File: src/rtl/core/ipmc_pkg.sv
// Package for the inactivity power mode controller.
// Holds the level, opcode, register index and power source codes and the shared types.
// No dependencies.
package ipmc_pkg;

  // Threshold register width, fixed by the register map
  localparam int unsigned THR_W     = 24;
  localparam int unsigned LVL_W     = 3;
  localparam int unsigned OP_W      = 2;
  localparam int unsigned PSRC_W    = 2;
  localparam int unsigned CFG_IDX_W = 3;
  localparam int unsigned CFG_DAT_W = THR_W;

  // Power levels
  localparam logic [LVL_W-1:0] LVL_ACTIVE = 3'd0;
  localparam logic [LVL_W-1:0] LVL_NORMAL = 3'd1;
  localparam logic [LVL_W-1:0] LVL_IDLE   = 3'd2;
  localparam logic [LVL_W-1:0] LVL_SLEEP  = 3'd3;
  localparam logic [LVL_W-1:0] LVL_DEEP   = 3'd4;

  // Input opcodes
  localparam logic [OP_W-1:0] OP_TICK  = 2'd0;
  localparam logic [OP_W-1:0] OP_ACT   = 2'd1;
  localparam logic [OP_W-1:0] OP_POWER = 2'd2;
  localparam logic [OP_W-1:0] OP_WAKE  = 2'd3;

  // Power source codes
  localparam logic [PSRC_W-1:0] PSRC_BATTERY = 2'd0;
  localparam logic [PSRC_W-1:0] PSRC_USB     = 2'd1;
  localparam logic [PSRC_W-1:0] PSRC_CHARGE  = 2'd2;

  // Register indexes
  localparam logic [CFG_IDX_W-1:0] REG_NORMAL_AFTER   = 3'd0;
  localparam logic [CFG_IDX_W-1:0] REG_IDLE_AFTER     = 3'd1;
  localparam logic [CFG_IDX_W-1:0] REG_SLEEP_AFTER    = 3'd2;
  localparam logic [CFG_IDX_W-1:0] REG_DEEP_AFTER     = 3'd3;
  localparam logic [CFG_IDX_W-1:0] REG_FORCE_ON       = 3'd4;
  localparam logic [CFG_IDX_W-1:0] REG_FORCE_LEVEL    = 3'd5;
  localparam logic [CFG_IDX_W-1:0] REG_AUTO_SLEEP_OFF = 3'd6;

  // Register reset values
  localparam logic [THR_W-1:0] NORMAL_AFTER_RST = 24'd5000;
  localparam logic [THR_W-1:0] IDLE_AFTER_RST   = 24'd30000;
  localparam logic [THR_W-1:0] SLEEP_AFTER_RST  = 24'd300000;
  localparam logic [THR_W-1:0] DEEP_AFTER_RST   = 24'd1800000;

  typedef struct packed {
    logic [THR_W-1:0] normal_after;
    logic [THR_W-1:0] idle_after;
    logic [THR_W-1:0] sleep_after;
    logic [THR_W-1:0] deep_after;
    logic             force_on;
    logic [LVL_W-1:0] force_level;
    logic             auto_sleep_off;
  } cfg_t;

  typedef struct packed {
    logic [OP_W-1:0] op;
    logic            usb_present;
    logic            charge_now;
    logic            radio_ble_mode;
    logic            radio_linked;
  } in_item_t;

endpackage

File: src/rtl/core/ipmc_ifs.sv
// Channel interfaces for the inactivity power mode controller.
// Input word channel and result word channel; no dependencies.
interface ipmc_in_if;
  logic       valid;
  logic       ready;
  logic [1:0] op;
  logic       usb_present;
  logic       charge_now;
  logic       radio_ble_mode;
  logic       radio_linked;

  modport source (output valid, op, usb_present, charge_now, radio_ble_mode, radio_linked,
                  input ready);
  modport sink   (input valid, op, usb_present, charge_now, radio_ble_mode, radio_linked,
                  output ready);
endinterface

interface ipmc_out_if;
  logic       valid;
  logic       ready;
  logic [2:0] mode;
  logic       mode_changed;
  logic [1:0] power_source;

  modport source (output valid, mode, mode_changed, power_source, input ready);
  modport sink   (input valid, mode, mode_changed, power_source, output ready);
endinterface

File: src/rtl/core/ipmc_cfg_regs.sv
// Configuration register file: thresholds, force control and auto-sleep switch.
// Depends on ipmc_pkg.
module ipmc_cfg_regs (
  input  logic                              clk,
  input  logic                              rst_n,
  input  logic                              cfg_we,
  input  logic [ipmc_pkg::CFG_IDX_W-1:0]    cfg_index,
  input  logic [ipmc_pkg::CFG_DAT_W-1:0]    cfg_wdata,
  output ipmc_pkg::cfg_t                    cfg
);
  import ipmc_pkg::*;

  cfg_t cfg_r;
  cfg_t cfg_nxt;

  // Decode the write; unknown indexes leave everything alone
  always_comb begin
    cfg_nxt = cfg_r;
    if (cfg_we) begin
      case (cfg_index)
        REG_NORMAL_AFTER:   cfg_nxt.normal_after   = cfg_wdata[THR_W-1:0];
        REG_IDLE_AFTER:     cfg_nxt.idle_after     = cfg_wdata[THR_W-1:0];
        REG_SLEEP_AFTER:    cfg_nxt.sleep_after    = cfg_wdata[THR_W-1:0];
        REG_DEEP_AFTER:     cfg_nxt.deep_after     = cfg_wdata[THR_W-1:0];
        REG_FORCE_ON:       cfg_nxt.force_on       = cfg_wdata[0];
        REG_FORCE_LEVEL:    cfg_nxt.force_level    = cfg_wdata[LVL_W-1:0];
        REG_AUTO_SLEEP_OFF: cfg_nxt.auto_sleep_off = cfg_wdata[0];
        default: ;
      endcase
    end
  end

  always_ff @(posedge clk) begin
    if (!rst_n) begin
      cfg_r.normal_after   <= NORMAL_AFTER_RST;
      cfg_r.idle_after     <= IDLE_AFTER_RST;
      cfg_r.sleep_after    <= SLEEP_AFTER_RST;
      cfg_r.deep_after     <= DEEP_AFTER_RST;
      cfg_r.force_on       <= 1'b0;
      cfg_r.force_level    <= LVL_ACTIVE;
      cfg_r.auto_sleep_off <= 1'b0;
    end else begin
      cfg_r <= cfg_nxt;
    end
  end

  assign cfg = cfg_r;

endmodule

File: src/rtl/core/ipmc_in_reg.sv
// Input register: captures one input word and holds it until the step unit takes it.
// Depends on ipmc_pkg and ipmc_in_if.
module ipmc_in_reg (
  input  logic                 clk,
  input  logic                 rst_n,
  ipmc_in_if.sink              in_ch,
  output ipmc_pkg::in_item_t   item,
  output logic                 item_vld,
  input  logic                 item_take
);
  import ipmc_pkg::*;

  logic     vld_r;
  in_item_t item_r;
  logic     load;

  // Accept a new word when empty or when the held word leaves this cycle
  assign in_ch.ready = !vld_r || item_take;
  assign load        = in_ch.valid && in_ch.ready;

  always_ff @(posedge clk) begin
    if (!rst_n) begin
      vld_r <= 1'b0;
    end else if (in_ch.ready) begin
      vld_r <= in_ch.valid;
    end
  end

  // Payload needs no reset
  always_ff @(posedge clk) begin
    if (load) begin
      item_r.op             <= in_ch.op;
      item_r.usb_present    <= in_ch.usb_present;
      item_r.charge_now     <= in_ch.charge_now;
      item_r.radio_ble_mode <= in_ch.radio_ble_mode;
      item_r.radio_linked   <= in_ch.radio_linked;
    end
  end

  assign item     = item_r;
  assign item_vld = vld_r;

endmodule

File: src/rtl/core/ipmc_step.sv
// Step unit: mode state, inactivity counter, power flags and the result register.
// Depends on ipmc_pkg and ipmc_out_if.
module ipmc_step #(
  parameter int unsigned COUNT_BITS = 24
) (
  input  logic                 clk,
  input  logic                 rst_n,
  input  ipmc_pkg::cfg_t       cfg,
  input  ipmc_pkg::in_item_t   item,
  input  logic                 item_vld,
  output logic                 item_take,
  ipmc_out_if.source           out_ch
);
  import ipmc_pkg::*;

  localparam int unsigned CMP_W = (COUNT_BITS > THR_W) ? COUNT_BITS : THR_W;
  localparam logic [COUNT_BITS-1:0] CNT_MAX = {COUNT_BITS{1'b1}};

  logic [LVL_W-1:0]      lvl_r,   lvl_nxt;
  logic [COUNT_BITS-1:0] ticks_r, ticks_nxt;
  logic                  usb_r,   usb_nxt;
  logic                  chg_r,   chg_nxt;

  logic                  out_vld_r;
  logic [LVL_W-1:0]      out_mode_r;
  logic                  out_changed_r;
  logic [PSRC_W-1:0]     out_psrc_r;
  logic [PSRC_W-1:0]     psrc_nxt;

  logic                  take;
  logic                  fire;
  logic [COUNT_BITS-1:0] ticks_inc;
  logic [CMP_W-1:0]      ticks_ext;
  logic [LVL_W-1:0]      target;
  logic                  sleep_block;
  logic                  deep_block;

  // Result register frees up when empty or being drained
  assign take      = !out_vld_r || out_ch.ready;
  assign item_take = take;
  assign fire      = item_vld && take;

  // Saturating tick count
  assign ticks_inc = (ticks_r == CNT_MAX) ? ticks_r : ticks_r + COUNT_BITS'(1);
  assign ticks_ext = CMP_W'(ticks_inc);

  // Inactivity target; BLE radio mode blocks deep, a BLE link also blocks sleep
  assign sleep_block = item.radio_ble_mode && item.radio_linked;
  assign deep_block  = item.radio_ble_mode;

  always_comb begin
    if (ticks_ext >= CMP_W'(cfg.deep_after)) begin
      target = LVL_DEEP;
    end else if (ticks_ext >= CMP_W'(cfg.sleep_after)) begin
      target = LVL_SLEEP;
    end else if (ticks_ext >= CMP_W'(cfg.idle_after)) begin
      target = LVL_IDLE;
    end else if (ticks_ext >= CMP_W'(cfg.normal_after)) begin
      target = LVL_NORMAL;
    end else begin
      target = LVL_ACTIVE;
    end
    if (target == LVL_DEEP && deep_block) begin
      target = LVL_SLEEP;
    end
    if (target == LVL_SLEEP && sleep_block) begin
      target = LVL_IDLE;
    end
  end

  // Next state for the word in the input register
  always_comb begin
    lvl_nxt   = lvl_r;
    ticks_nxt = ticks_r;
    usb_nxt   = usb_r;
    chg_nxt   = chg_r;
    case (item.op)
      OP_TICK: begin
        ticks_nxt = ticks_inc;
        if (cfg.force_on) begin
          lvl_nxt = (cfg.force_level > LVL_DEEP) ? LVL_DEEP : cfg.force_level;
        end else if (usb_r || chg_r) begin
          if (lvl_r > LVL_NORMAL) begin
            lvl_nxt = LVL_ACTIVE;
          end
        end else if (!cfg.auto_sleep_off) begin
          lvl_nxt = target;
        end
      end
      OP_POWER: begin
        usb_nxt = item.usb_present;
        chg_nxt = item.charge_now;
        // Start of charging wakes a low power mode
        if (item.charge_now && !chg_r && lvl_r != LVL_ACTIVE) begin
          ticks_nxt = '0;
          lvl_nxt   = LVL_ACTIVE;
        end
      end
      OP_ACT, OP_WAKE: begin
        ticks_nxt = '0;
        lvl_nxt   = LVL_ACTIVE;
      end
      default: ;
    endcase
  end

  always_comb begin
    if (chg_nxt) begin
      psrc_nxt = PSRC_CHARGE;
    end else if (usb_nxt) begin
      psrc_nxt = PSRC_USB;
    end else begin
      psrc_nxt = PSRC_BATTERY;
    end
  end

  // Advance state on each consumed word
  always_ff @(posedge clk) begin
    if (!rst_n) begin
      lvl_r   <= LVL_ACTIVE;
      ticks_r <= '0;
      usb_r   <= 1'b0;
      chg_r   <= 1'b0;
    end else if (fire) begin
      lvl_r   <= lvl_nxt;
      ticks_r <= ticks_nxt;
      usb_r   <= usb_nxt;
      chg_r   <= chg_nxt;
    end
  end

  // Result register
  always_ff @(posedge clk) begin
    if (!rst_n) begin
      out_vld_r <= 1'b0;
    end else if (take) begin
      out_vld_r <= item_vld;
    end
  end

  always_ff @(posedge clk) begin
    if (fire) begin
      out_mode_r    <= lvl_nxt;
      out_changed_r <= (lvl_nxt != lvl_r);
      out_psrc_r    <= psrc_nxt;
    end
  end

  assign out_ch.valid        = out_vld_r;
  assign out_ch.mode         = out_mode_r;
  assign out_ch.mode_changed = out_changed_r;
  assign out_ch.power_source = out_psrc_r;

  // Activity and wake always land in active with a cleared count
  a_wake_clears: assert property (@(posedge clk) disable iff (!rst_n)
    fire && (item.op == OP_ACT || item.op == OP_WAKE)
      |=> ticks_r == '0 && lvl_r == LVL_ACTIVE)
    else $error("activity or wake did not return to active");

  // Reported change flag matches the state register
  a_changed_flag: assert property (@(posedge clk) disable iff (!rst_n)
    fire |=> out_ch.mode_changed == (lvl_r != $past(lvl_r)) && out_ch.mode == lvl_r)
    else $error("result word disagrees with mode state");

  // Count only grows or clears
  a_ticks_mono: assert property (@(posedge clk) disable iff (!rst_n)
    fire |=> ticks_r == '0 || ticks_r >= $past(ticks_r))
    else $error("inactivity count went backwards");

  // State holds while no word is consumed
  a_state_hold: assert property (@(posedge clk) disable iff (!rst_n)
    !fire |=> $stable(lvl_r) && $stable(ticks_r) && $stable(chg_r))
    else $error("state changed without a word");

endmodule

File: src/rtl/core/inactivity_power_mode_controller_top.sv
// Top level of the inactivity power mode controller.
// Uses ipmc_pkg, ipmc_in_if, ipmc_out_if, ipmc_cfg_regs, ipmc_in_reg and ipmc_step.
//
// Usage:
//   in_ch  carries one word per event: a 1 ms tick, user activity, a power
//          status update or a wake, with the radio status for the tick rules.
//   out_ch returns exactly one word per input word: the mode after it, a
//          flag that the word changed the mode, and the power source.
//   cfg_we/cfg_index/cfg_wdata write the thresholds and mode controls; write
//          only while no word is in flight.
// Each word passes the input register, then the result register.
// Throughput is one word per cycle while out_ch does not stall; the mode,
// count and flag update is a single compare-and-select pass from the input register.
// When out_ch stalls, the result and the word behind it are held; in_ch
// stays ready while the input register is empty.
// Reset (rst_n low, synchronous) returns to active, clears the count and
// the power flags, loads the register defaults and empties both stages.
module inactivity_power_mode_controller_top #(
  parameter int unsigned COUNT_BITS = 24
) (
  input  logic                            clk,
  input  logic                            rst_n,
  ipmc_in_if.sink                         in_ch,
  ipmc_out_if.source                      out_ch,
  input  logic                            cfg_we,
  input  logic [ipmc_pkg::CFG_IDX_W-1:0]  cfg_index,
  input  logic [ipmc_pkg::CFG_DAT_W-1:0]  cfg_wdata
);
  import ipmc_pkg::*;

  cfg_t      cfg;
  in_item_t  item;
  logic      item_vld;
  logic      item_take;

  ipmc_cfg_regs u_cfg (
    .clk       (clk),
    .rst_n     (rst_n),
    .cfg_we    (cfg_we),
    .cfg_index (cfg_index),
    .cfg_wdata (cfg_wdata),
    .cfg       (cfg)
  );

  ipmc_in_reg u_in (
    .clk       (clk),
    .rst_n     (rst_n),
    .in_ch     (in_ch),
    .item      (item),
    .item_vld  (item_vld),
    .item_take (item_take)
  );

  ipmc_step #(
    .COUNT_BITS (COUNT_BITS)
  ) u_step (
    .clk       (clk),
    .rst_n     (rst_n),
    .cfg       (cfg),
    .item      (item),
    .item_vld  (item_vld),
    .item_take (item_take),
    .out_ch    (out_ch)
  );

endmodule
File: src/flat_wrapper.sv
// flat-port wrapper written by rule: the top's interface ports become plain ports
module inactivity_power_mode_controller_top_flat import ipmc_pkg::*;
#(
  parameter int unsigned COUNT_BITS = 24
)
  (clk, rst_n, cfg_we, cfg_index, cfg_wdata, in_ch_valid, in_ch_op, in_ch_usb_present, in_ch_charge_now, in_ch_radio_ble_mode, in_ch_radio_linked, in_ch_ready, out_ch_valid, out_ch_mode, out_ch_mode_changed, out_ch_power_source, out_ch_ready);
  ipmc_in_if in_ch_i ();
  ipmc_out_if out_ch_i ();
  input  logic clk;
  input  logic rst_n;
  input  logic cfg_we;
  input  logic [ipmc_pkg::CFG_IDX_W-1:0] cfg_index;
  input  logic [ipmc_pkg::CFG_DAT_W-1:0] cfg_wdata;
  input wire logic [$bits(in_ch_i.valid)-1:0] in_ch_valid;
  input wire logic [$bits(in_ch_i.op)-1:0] in_ch_op;
  input wire logic [$bits(in_ch_i.usb_present)-1:0] in_ch_usb_present;
  input wire logic [$bits(in_ch_i.charge_now)-1:0] in_ch_charge_now;
  input wire logic [$bits(in_ch_i.radio_ble_mode)-1:0] in_ch_radio_ble_mode;
  input wire logic [$bits(in_ch_i.radio_linked)-1:0] in_ch_radio_linked;
  output wire logic [$bits(in_ch_i.ready)-1:0] in_ch_ready;
  output wire logic [$bits(out_ch_i.valid)-1:0] out_ch_valid;
  output wire logic [$bits(out_ch_i.mode)-1:0] out_ch_mode;
  output wire logic [$bits(out_ch_i.mode_changed)-1:0] out_ch_mode_changed;
  output wire logic [$bits(out_ch_i.power_source)-1:0] out_ch_power_source;
  input wire logic [$bits(out_ch_i.ready)-1:0] out_ch_ready;
  assign in_ch_i.valid = in_ch_valid;
  assign in_ch_i.op = in_ch_op;
  assign in_ch_i.usb_present = in_ch_usb_present;
  assign in_ch_i.charge_now = in_ch_charge_now;
  assign in_ch_i.radio_ble_mode = in_ch_radio_ble_mode;
  assign in_ch_i.radio_linked = in_ch_radio_linked;
  assign in_ch_ready = in_ch_i.ready;
  assign out_ch_valid = out_ch_i.valid;
  assign out_ch_mode = out_ch_i.mode;
  assign out_ch_mode_changed = out_ch_i.mode_changed;
  assign out_ch_power_source = out_ch_i.power_source;
  assign out_ch_i.ready = out_ch_ready;
  inactivity_power_mode_controller_top #(.COUNT_BITS(COUNT_BITS)) u_core (.clk(clk), .rst_n(rst_n), .in_ch(in_ch_i), .out_ch(out_ch_i), .cfg_we(cfg_we), .cfg_index(cfg_index), .cfg_wdata(cfg_wdata));
endmodule
File: config.mk
export PLATFORM = sky130hd
export DESIGN_NAME = inactivity_power_mode_controller_top_flat
export DESIGN_NICKNAME = d
export VERILOG_FILES = /design/src/rtl/core/ipmc_pkg.sv /design/src/rtl/core/ipmc_ifs.sv /design/src/rtl/core/ipmc_cfg_regs.sv /design/src/rtl/core/ipmc_in_reg.sv /design/src/rtl/core/ipmc_step.sv /design/src/rtl/core/inactivity_power_mode_controller_top.sv /design/src/flat_wrapper.sv
export SDC_FILE = /design/constraint.sdc
export NUM_CORES = 1
export LEC_CHECK = 0
export ABC_CLOCK_PERIOD_IN_PS = 11500
export BUFFER_PORTS_ARGS = -buffer_cell sky130_fd_sc_hd__buf_4
export CORE_MARGIN = 10
export CORE_UTILIZATION = 50
export DETAILED_ROUTE_END_ITERATION = 6
export PLACE_DENSITY_LB_ADDON = 0.15
export REMOVE_ABC_BUFFERS = 1
export SLEW_MARGIN = 25
export SYNTH_ARGS = -nofsm -noshare
export SYNTH_HDL_FRONTEND = slang
export SYNTH_SLANG_ARGS = --single-unit
File: constraint.sdc
create_clock -name clk -period 11.5 [get_ports clk]
set_input_delay 0.575 -clock clk [delete_from_list [all_inputs] [get_ports clk]]
set_output_delay 0.575 -clock clk [all_outputs]
set_load 0.05 [all_outputs]
==> results of run 1 <==
area by class of cell:
cell class / instances / area (um2)
Inverter: 98 / 368
Clock buffer: 17 / 425
Clock inverter: 15 / 119
Timing Repair Buffer: 51 / 383
Tap cell: 220 / 275
Fill cell: 1605 / 7090
Sequential cell: 144 / 3000
Multi-Input combinational cell: 762 / 4800
power groups by stage:
stage | combinational [mW] | sequential [mW] | clock (mW)
detailed placement | 0.0871 | 0.536 | 0
finish | 0.0871 | 0.525 | 0.516
floorplan | 0.0453 | 0.539 | 0
global route | 0.0980 | 0.526 | 0.544
global placement | 0.0860 | 0.535 | 0
CTS | 0.0876 | 0.525 | 0.521
worst max-delay path: stages, from the launching register on:
cell and delay, ps:
dfxtp_1 360, ha_1 250, nand4_1 140, and4b_4 250, a2111oi_4 460, and3_1 360
nand3_1 190, xnor2_1 420, ha_1 330, a21o_1 180, a21o_1 170, a221o_1 340
a31o_2 260, nor4_4 370, nand2_1 160, o32a_1 350, nand4b_1 90
layer usage:
metal / GRT usage / part of all wire / vias up
li1: - / - / 3664
met1: 0.257 / 0.49 / 3294
met2: 0.317 / 0.46 / 139
met3: 0.0419 / 0.041 / 29
met4: 0.0677 / 0.017 / 0
met5: 0 / 0 / -
layout by cell type, fill, tap and decap left out, types with 17 or more instances in the layout:
cell type / instances
nand2_1: 220
dfxtp_1: 132
a21oi_1: 115
inv_1: 97
ha_1: 97
nor2_1: 59
buf_4: 51
o211ai_1: 35
o21ai_0: 32
nand3_1: 20
clkbuf_16: 17
registers in the layout, indices dropped and copies added (netlist names):
register	flops
u_core.u_in.item	6
u_core.u_step.out_ch.valid	1
u_core.u_step.usb_r	1
u_core.u_step.chg_r	1
u_core.u_cfg.cfg	101
u_core.u_step.ticks_r	24
u_core.u_step.out_ch.mode	3
u_core.u_step.out_ch.mode_changed	1
u_core.u_in.item_vld	1
u_core.u_step.lvl_r	3
u_core.u_step.out_ch.power_source	2
worst paths after layout:
path | from | to | slack [ps] | cells after the start
worst max-delay path | u_core.u_step.ticks_r[0] | u_core.u_step.out_ch.mode_changed | 6680 | 16
worst min-delay path | in_ch_op[0] | u_core.u_in.item[4] | 320 | 1
worst max register to register | u_core.u_step.ticks_r[0] | u_core.u_step.out_ch.mode_changed | 6680 | 16
worst min register to register | u_core.u_cfg.cfg[62] | u_core.u_cfg.cfg[62] | 450 | 2
cell families (layout without fill, tap and decap cells):
kind of cell               after synthesis  after routing  share of synthesized area
and+or+nand+nor                        382            382                      0.204
xor gates and xnor gates                23             23                     0.0241
buffers and inverters                  147            181                     0.0683
DFF                                    144            144                      0.359
muxes                                   11             11                     0.0136
AOI/OAI and AO/OA                      249            249                      0.186
adders and majority gates               97             97                      0.145
through the flow:
stage	hold slack, ps	cell area (um2)	power [mW]	setup WS [ps]	cells
2_1_floorplan	436	8170	0.584	7190	1004
3_3_place_gp	442	8830	0.621	6840	1275
3_5_place_dp	446	8830	0.623	6730	1275
4_1_cts	306	9370	1.13	6710	1307
5_1_grt	301	9370	1.17	6400	1307
6_report	318	9370	1.13	6680	1307
==> metrics.log, run 1 <==
INFO  metric run_status = finished, final reports clean
INFO  metric grt.total_usage = 0.198
INFO  metric grt_pass1_vias = 6,993
INFO  metric drt_drc_violations_left = 0
INFO  metric worst-endpoint-arrival = 5100 ps
INFO  metric floorplan.initialDensity = 0.508
INFO  metric cts_root_buf = clkbuf_16
INFO  metric final_nets = between 1,000 and 1,500
INFO  metric grt_antenna_before_repair = 0
INFO  metric switching_power = ~280 uW
INFO  metric number_of_synthesis_warnings = 0
INFO  metric setup_violations = 0
INFO  metric grt_pass1_wl = ~35,000 um
INFO  metric port_buffers = between 40 and 50
INFO  metric vias_per_cell = 5.45
INFO  metric internal-power = 844 uW
INFO  metric number_of_gates_given_a_new_drive_strength_after_cts = 0
INFO  metric core.rowCount = 47
INFO  metric final_util = 0.569
INFO  metric power.sequential.fraction = 0.466
INFO  metric final_min_period_over_clock_period = 0.419
INFO  metric drv_cap = 0
INFO  metric die_x = around 150 um
INFO  metric power.share.switching = 0.251
INFO  metric cts_hold_buffers = 0
INFO  metric routed_wirelength = 21,200 um
INFO  metric synth_top_cell_by_area = dfxtp_1
INFO  metric layout-drive-gt1-share = 0.0892
INFO  metric synthesized_instance_count = 1,053
INFO  metric syn-mean-instance-area = 7.95 um2
INFO  metric post_drt_wl_per_cell = 16.2 um
INFO  metric setup-tns-final = 0 ps
INFO  metric first_pass_iters = 6
INFO  metric cts_htree_levels = 4
INFO  metric timing.final.max_slew_violations = 0
INFO  metric tightest_slew = 983 ps
INFO  metric start_kind = register
INFO  metric finalWorstPathRequiredPeriod = 4820 ps
INFO  metric total_number_of_vias = 7,126
INFO  metric crit_path_end_kind = register
INFO  metric place_congestion = 0.894
INFO  metric ant_nets = 0
INFO  metric pwr-share-clk = 0.457
INFO  metric count_of_flip_flops_with_a_built_in_enable_after_synthesis = 12
INFO  metric timing.hold.worst.class = input pin to register
INFO  metric total_leakage_power = around 4.1 nW
INFO  metric detailedPlacementHpwl = between 15,000 and 20,000 um
INFO  metric synthDistinctLibCells = 61
INFO  metric max_freq = a little over 200 MHz
INFO  metric clkSlewWorstSetupHoldPaths = 60 ps
INFO  metric cts_tree = built
INFO  metric i_o_pins = 46
INFO  metric synth_commonest_cells = nand2_1 (220), dfxtp_1 (132), a21oi_1 (115), ha_1 (97), inv_1 (97)
INFO  metric synth_async_sr_flop_share = 0
INFO  metric synthToLayoutAreaGrowth = 12.0%
INFO  metric cts_buffers = 17
INFO  metric required_time_at_the_worst_slack_endpoint = 11,790 ps
INFO  metric grt_max_degree = 60
INFO  metric synth_top_cells_by_area = dfxtp_1 (32%), ha_1 (15%), nand2_1 (9.9%), a21oi_1 (6.9%), inv_1 (4.4%)
INFO  metric die-height = 149 um
INFO  metric area_of_the_die = 22,300 um2
INFO  metric antenna-diode-count = 0
INFO  metric slew_headroom = 0.343
INFO  metric rsz0062_at_grt = false
INFO  metric clock_sink_count = 144
INFO  metric final_hold_violating_endpoints = 0
INFO  metric synth-seq-area-share = 0.359
INFO  metric yosys.cell_count.top_type = nand2_1
INFO  metric vdd.ir_drop.worst = 0.000111 V
INFO  metric yosysTopAreaCellShare = 0.316
INFO  metric mappedNetlistArea = 8370 um2
INFO  metric timing_worst_setup_path_type = register to register
INFO  metric coreArea = between 15,000 and 20,000 um2
INFO  metric dr.first_iter.drc_count = 467
INFO  metric power_density = 120 nW/um2
INFO  metric worst-path-max-fanout = 6
INFO  metric combinationalPowerShare = 0.077
INFO  metric dominant_register_cell_in_the_synthesized_netlist = dfxtp_1
INFO  metric synth-seq-cells = 144
INFO  metric clock_path_buffers = 2
INFO  metric clk_latency = 430 ps
INFO  metric postCtsSetupRepairBufs = 0
INFO  metric worst_clock_skew = 6.43 ps
INFO  metric globalRouteOverflowTotal = 0
(Power assumes the default switching activity.)
==> run 2: changes to the inputs <==
--- a/config.mk
+++ b/config.mk
@@ -5,7 +5,8 @@
 export SDC_FILE = /design/constraint.sdc
 export NUM_CORES = 1
 export LEC_CHECK = 0
-export ABC_CLOCK_PERIOD_IN_PS = 11500
+export ABC_AREA = 1
+export ABC_CLOCK_PERIOD_IN_PS = 4300
 export BUFFER_PORTS_ARGS = -buffer_cell sky130_fd_sc_hd__buf_4
 export CORE_MARGIN = 10
 export CORE_UTILIZATION = 50
==> constraint.sdc (replaced) <==
create_clock -name clk -period 4.3 [get_ports clk]
set_input_delay 0.215 -clock clk [delete_from_list [all_inputs] [get_ports clk]]
set_output_delay 0.215 -clock clk [all_outputs]
set_load 0.05 [all_outputs]
==> run 2 against run 1 <==
Compared with the run above: sequential power grew to 2.7 times the previous value; worst hold slack lost 290 ps; global-route usage shrank 0.58 points; first-iteration DRC count shrank 3.9%; highest routed layer unchanged.
==> metrics.log, run 2 <==
INFO  metric holdWs = roughly 32 ps
INFO  metric first_pass_iters = 5
INFO  metric setup-tns-final = 0 ps
INFO  metric start_kind = register
INFO  metric post_synth_and_or_nand_nor_area_fraction = 0.194
INFO  metric worst-path-max-fanout = 6
INFO  metric fin_ws = 422 ps
INFO  metric cts_tree = built
INFO  metric vias_per_cell = ~5.2
INFO  metric vdd.ir_drop.worst = ~0.00027 V
INFO  metric final_cells = roughly 1,400
INFO  metric coreArea = 16,400 um2
INFO  metric postCtsSetupRepairBufs = 0
INFO  metric synth-seq-area-share = 0.362
INFO  metric tightest_slew = 975 ps
INFO  metric max_freq = approximately 260 MHz
INFO  metric drt_drc_violations_left = 0
INFO  metric place_congestion = around 0.95
INFO  metric dominant_register_cell_in_the_synthesized_netlist = dfxtp_1
INFO  metric timing_worst_setup_path_type = register to register
INFO  metric cts_root_buf = clkbuf_16
INFO  metric number_of_gates_given_a_new_drive_strength_after_cts = 0
INFO  metric synthMuxAreaShare = 0.00241
INFO  metric globalRouteOverflowTotal = 0
INFO  metric placement.cell_area = 8820 um2
INFO  metric final_nets = 1,307
INFO  metric compound_cell_area_share_of_the_yosys_netlist = 0.177
INFO  metric final_hold_violating_endpoints = 0
INFO  metric grt_max_degree = 104
INFO  metric run_status = finished, final reports clean
INFO  metric dr.first_iter.drc_count = approximately 450
INFO  metric synthToLayoutAreaGrowth = 14.0%
INFO  metric synth_top_cell_by_area = dfxtp_1
INFO  metric floorplan.initialDensity = 0.505
INFO  metric routed_wirelength = 20,600 um
INFO  metric setup_violations = 0
INFO  metric slew_headroom = 0.350
INFO  metric synth_commonest_cells = nand2_1 (248), inv_1 (174), a21oi_1 (136), dfxtp_1 (132), ha_1 (97)
INFO  metric synth-seq-cells = 144
INFO  metric synth_top_cells_by_area = dfxtp_1 (32%), ha_1 (15%), nand2_1 (11%), a21oi_1 (8.2%), inv_1 (7.9%)
INFO  metric yosysTopAreaCellShare = 0.319
INFO  metric required_time_at_the_worst_slack_endpoint = roughly 4500 ps
INFO  metric total_leakage_power = 4.51 nW
INFO  metric finalWorstPathRequiredPeriod = 3880 ps
INFO  metric die-height = 149 um
INFO  metric synthesized_instance_count = approximately 1,100
INFO  metric power_density = around 330 nW/um2
INFO  metric antenna-diode-count = 0
INFO  metric layout-drive-gt1-share = 0.0878
INFO  metric clk_latency = 420 ps
INFO  metric worst-endpoint-arrival = 4050 ps
INFO  metric core.rowCount = 47
INFO  metric mappedNetlistArea = 8290 um2
INFO  metric synthDistinctLibCells = 39
INFO  metric timing.hold.worst.class = input pin to register
INFO  metric area_of_the_die = 22,100 um2
INFO  metric die_x = around 150 um
INFO  metric dp_slack = between 400 and 500 ps
INFO  metric total_number_of_vias = 7,237
INFO  metric drv_cap = 0
INFO  metric grt_pass1_vias = between 6,000 and 7,000
INFO  metric clkSlewWorstSetupHoldPaths = 60 ps
INFO  metric worst_clock_skew = 5.83 ps
INFO  metric clock_path_buffers = 2
INFO  metric ant_nets = 0
INFO  metric yosys.cell_count.top_type = nand2_1
INFO  metric final_design_area_no_fill = 9450 um2
INFO  metric crit_path_end_kind = register
INFO  metric most-common-layout-cells = nand2_1 (248), inv_1 (172), a21oi_1 (136), dfxtp_1 (132), ha_1 (97)
INFO  metric main_combinational_cell_family_by_area_after_synthesis = simple AND/OR/NAND/NOR gates
INFO  metric grt_antenna_before_repair = 0
INFO  metric yosys.area_share.adder = 0.146
INFO  metric cts_htree_levels = 4
INFO  metric post_drt_wl_per_cell = between 10 and 15 um
INFO  metric grt.total_usage = 0.192
INFO  metric number_of_synthesis_warnings = 0
INFO  metric clock_sink_count = 144
INFO  metric rsz0062_at_grt = false
INFO  metric detailedPlacementHpwl = between 10,000 and 15,000 um
INFO  metric i_o_pins = between 40 and 50
INFO  metric leading_cell_type_in_the_layout_fill_and_taps_excluded = nand2_1
INFO  metric syn-mean-instance-area = 7.33 um2
INFO  metric synth_async_sr_flop_share = 0
INFO  metric count_of_flip_flops_with_a_built_in_enable_after_synthesis = 12
INFO  metric synth-xor-area-share = 0.0208
INFO  metric largest_register_ffs = 101
INFO  metric port_buffers = 45
INFO  metric final_min_period_over_clock_period = 0.902
INFO  metric dp.cells = 1,367
INFO  metric grt_pass1_wl = 34,600 um
INFO  metric cts_buffers = 17
INFO  metric timing.final.max_slew_violations = 0
## run 2: cell count changes after synthesis, sizes merged, moves of 12 or more
cell	before	now
a21oi	115	137
a22oi	14	0
nand2	221	251
nor2	60	81
a21o	16	4
o21ai	32	87
inv	97	177
## run 2: worst max-delay path, cell delays in order (launching register included)
cell and delay, ps:
dfxtp_1 370, ha_1 250, nand4_1 160, nor3_1 70, nand2_1 120, nor2_4 70
nor3_1 190, nand3_1 130, xnor2_1 500, ha_1 340, nand2_1 100, inv_1 50
nand2_1 60, nand2_1 60, a21oi_1 120, nand2_1 150, nand2_1 90, nand3_1 120
nand2_1 100, nand2_1 50, nand3_1 70, nand2_1 50, nand2_1 70, nand2_1 70
nand2_1 100, nand2_1 60, nand2_1 50, nand2_1 50
## run 2: kinds of logic after synthesis
group                    after synthesis
flip-flops                           144
AND/OR/NAND/NOR                      388
multiplexers                           2
adder cells (fa/ha/maj)               97
AO/OA/AOI/OAI                        269
buffers and inverters                213
XOR/XNOR                              18
## run 2: metal layers
layer  GRT usage  vias to the layer above  share of wire
met2       0.314                      120           0.46
met4      0.0422                        0         0.0088
met5           0                        -              0
met1       0.256                     3316           0.49
li1            -                     3787              -
met3      0.0391                       14          0.040
## run 2: repair_timing
action	in CTS	in global routing
hold endpoints to repair	6	0
hold buffers	6	0
endpoints found under the setup margin	0	0
## run 2: layout make-up
type                            instances  area, um2
Clock buffer                           19        433
Clock inverter                         13        140
Fill cell                            1518       6950
Inverter                              178        669
Multi-Input combinational cell        774       4490
Sequential cell                       144       3000
Tap cell                              220        275
Timing Repair Buffer                   57        443
## run 2: stage by stage
| step | utilization | power (mW) |
|---|---|---|
| 2_1_floorplan | - | 1.60 |
| 3_3_place_gp | 0.537 | 1.70 |
| 3_5_place_dp | 0.538 | 1.70 |
| 4_1_cts | 0.576 | 3.15 |
| 5_1_grt | 0.576 | 3.25 |
| 6_report | 0.576 | 3.12 |
## run 2: final timing paths
path / from / end / slack [ps] / cells after the start
max: u_core.u_step.ticks_r[0] / u_core.u_step.out_ch.mode_changed / 420 / 27
min reg2reg: u_core.u_cfg.cfg[68] / u_core.u_cfg.cfg[68] / 460 / 2
max reg2reg: u_core.u_step.ticks_r[0] / u_core.u_step.out_ch.mode_changed / 420 / 27
min: cfg_wdata[8] / u_core.u_cfg.cfg[61] / 30 / 3
## run 2: power breakdown
group,internal [mW],switching [mW]
Combinational,0.0926,0.174
Sequential,1.40,0.0152
Clock,0.854,0.590
==> run 3: changes to the inputs <==
--- a/config.mk
+++ b/config.mk
@@ -6,7 +6,7 @@
 export NUM_CORES = 1
 export LEC_CHECK = 0
 export ABC_AREA = 1
-export ABC_CLOCK_PERIOD_IN_PS = 4300
+export ABC_CLOCK_PERIOD_IN_PS = 4000
 export BUFFER_PORTS_ARGS = -buffer_cell sky130_fd_sc_hd__buf_4
 export CORE_MARGIN = 10
 export CORE_UTILIZATION = 50
==> constraint.sdc (replaced) <==
create_clock -name clk -period 4 [get_ports clk]
set_input_delay 0.2 -clock clk [delete_from_list [all_inputs] [get_ports clk]]
set_output_delay 0.2 -clock clk [all_outputs]
set_load 0.05 [all_outputs]
==> run 3 against run 2 <==
Compared with the run above: sequential power grew 8%; final cell count increased by 0.28%; sequential cell count is the same; maximum frequency is 7.0% higher; clock power up 9.7%; via count is 0.46% lower; worst setup slack got worse by 47 ps; total power increased by 8.2%; register-to-register slack worse by 50 ps; non-clock buffer count up 4; combinational power increased by 7%.
==> metrics.log, run 3 (synthesis gave the netlist of run 2 again) <==
INFO  metric die_x = 149 um
INFO  metric power_density = 353 nW/um2
INFO  metric grt.total_usage = 0.191
INFO  metric port_buffers = 45
INFO  metric timing.final.max_slew_violations = 0
INFO  metric globalRouteOverflowTotal = 0
INFO  metric post_drt_wl_per_cell = 14.6 um
INFO  metric grt_pass1_wl = 34,300 um
INFO  metric coreArea = ~16,000 um2
INFO  metric slew_headroom = 0.358
INFO  metric antenna-diode-count = 0
INFO  metric i_o_pins = 46
INFO  metric start_kind = register
INFO  metric final-seq-area = between 3000 and 4000 um2
INFO  metric timing.hold.worst.class = input pin to register
INFO  metric fin_ws = 375 ps
INFO  metric area_of_the_die = 22,100 um2
INFO  metric n_fill_cell = 1,570
INFO  metric final_min_period_over_clock_period = 0.906
INFO  metric final_nets = 1,311
INFO  metric grt_antenna_before_repair = 0
INFO  metric drv_cap = 0
INFO  metric layout-drive-gt1-share = 0.105
INFO  metric worst-path-max-fanout = 6
INFO  metric cts_root_buf = clkbuf_16
INFO  metric reg2reg_slack = 370 ps
INFO  metric total_number_of_vias = about 7,200
INFO  metric grt_max_degree = 103
INFO  metric place_congestion = 0.955
INFO  metric timing_worst_setup_path_type = register to register
INFO  metric multi_input_gate_area_in_the_final_layout = 4590 um2
INFO  metric timing.hold.worst_endpoint = u_core.u_cfg.cfg[57]
INFO  metric largest_register_ffs = 101
INFO  metric run_status = finished, final reports clean
INFO  metric worst-endpoint-arrival = 3810 ps
INFO  metric grt_pass1_vias = 6,784
INFO  metric cts_htree_levels = 4
INFO  metric crit_path_end_kind = register
INFO  metric floorplan.initialDensity = 0.505
INFO  metric ant_nets = 0
INFO  metric detailedPlacementHpwl = 14,700 um
INFO  metric drt_drc_violations_left = 0
INFO  metric synthToLayoutAreaGrowth = 15.7%
INFO  metric required_time_at_the_worst_slack_endpoint = between 4000 and 5000 ps
INFO  metric clkSlewWorstSetupHoldPaths = ~60 ps
INFO  metric finalWorstPathRequiredPeriod = 3630 ps
INFO  metric cts_tree = built
INFO  metric regToRegStartpoint = u_core.u_step.ticks_r[0]
INFO  metric p_total = 3.38 mW
INFO  metric hold_path_depth = 3
INFO  metric total_leakage_power = 4.57 nW
INFO  metric dp.cells = 1,370
INFO  metric first_pass_iters = 5
INFO  metric max_freq = 276 MHz
INFO  metric die-height = 149 um
INFO  metric r2r_cells = 22
INFO  metric final_util = 0.585
INFO  metric final_cells = roughly 1,400
INFO  metric routed_wirelength = 20,500 um
INFO  metric placement.cell_area = slightly below 9000 um2
INFO  metric cts_buffers = 17
INFO  metric final_design_area_no_fill = 9590 um2
INFO  metric leading_cell_type_in_the_layout_fill_and_taps_excluded = nand2_1
INFO  metric most-common-layout-cells = nand2_1 (247), inv_1 (171), a21oi_1 (133), dfxtp_1 (126), ha_1 (97)
INFO  metric setup_violations = 0
INFO  metric tightest_slew = 956 ps
INFO  metric clk_latency = 430 ps
INFO  metric clock_path_buffers = 2
INFO  metric vias_per_cell = 5.11
INFO  metric final_hold_violating_endpoints = 0
INFO  metric holdCritStartpoint = cfg_wdata[4]
INFO  metric dp_slack = 218 ps
INFO  metric clock_sink_count = 144
INFO  metric vdd.ir_drop.worst = 0.000289 V
INFO  metric dr.first_iter.drc_count = 443
INFO  metric worst_clock_skew = around 6.4 ps
INFO  metric r2r_end = u_core.u_step.out_ch.mode_changed
INFO  metric core.rowCount = 47
[run 3: worst max-delay path by stage]
stage                             startpoint                                end  slack [ps]  cells after the start
floorplan           u_core.u_step.ticks_r[0]  u_core.u_step.out_ch.mode_changed         840                     27
global placement    u_core.u_step.ticks_r[0]  u_core.u_step.out_ch.mode_changed         280                     22
detailed placement  u_core.u_step.ticks_r[0]  u_core.u_step.out_ch.mode_changed         220                     22
CTS                 u_core.u_step.ticks_r[0]  u_core.u_step.out_ch.mode_changed         200                     22
global route        u_core.u_step.ticks_r[0]  u_core.u_step.out_ch.mode_changed         -40                     26
finish              u_core.u_step.ticks_r[0]  u_core.u_step.out_ch.mode_changed         370                     22
[run 3: critical path: stages (launching register included)]
cell     delay, ps
dfxtp_2        350
ha_1           230
nand4_1        160
nor3_2          50
nand2_1        120
nor2_4          80
nor3_4         250
nand3_1        180
xnor2_2        290
ha_1           310
a21o_1         180
o21ai_0        330
a21oi_1        140
nor2_2         150
nand2_1         70
nand2_1         50
nand2_1         50
nand2_1         50
nand2_1         80
nand3_1         70
nand2_1         50
nor2_1          80
nand2_1         50
[run 3: repair_timing]
item / 4_1_cts / 5_1_grt
setup endpoints to repair: 0 / 4
hold buffers: 6 / 0
endpoints found under the hold margin: 6 / 0
gates resized for setup: 0 / 25
buffers inserted: 0 / 1
[run 3: area by class of cell]
type,count,area share
well taps,220,0.0287
repair buffers,61,0.0493
flip-flops and latches,144,0.314
inverters,178,0.0697
multi-input cells,774,0.479
clock buffers,24,0.0481
clock inverters,8,0.0116
[run 3: power breakdown]
part,leakage (nW),internal (mW),switching [mW]
sequential,1.19,1.50,0.0162
combinational,3.10,0.100,0.186
clock,0.279,0.987,0.588
total,4.57,2.59,0.791
[run 3: stage by stage]
stage / setup TNS, ps / hold slack (ps)
finish: 0 / 5.56
global route: -42.9 / 17.0
CTS: 0 / 2.18
detailed placement: 0 / 379
global placement: 0 / 379
floorplan: 0 / 299
[run 3: layer usage]
metal	GRT usage	vias up	share of wire
met1	0.251	3269	0.48
met2	0.306	109	0.47
met4	0.0628	0	0.015
met5	0	-	0
met3	0.0422	28	0.035
li1	-	3798	-
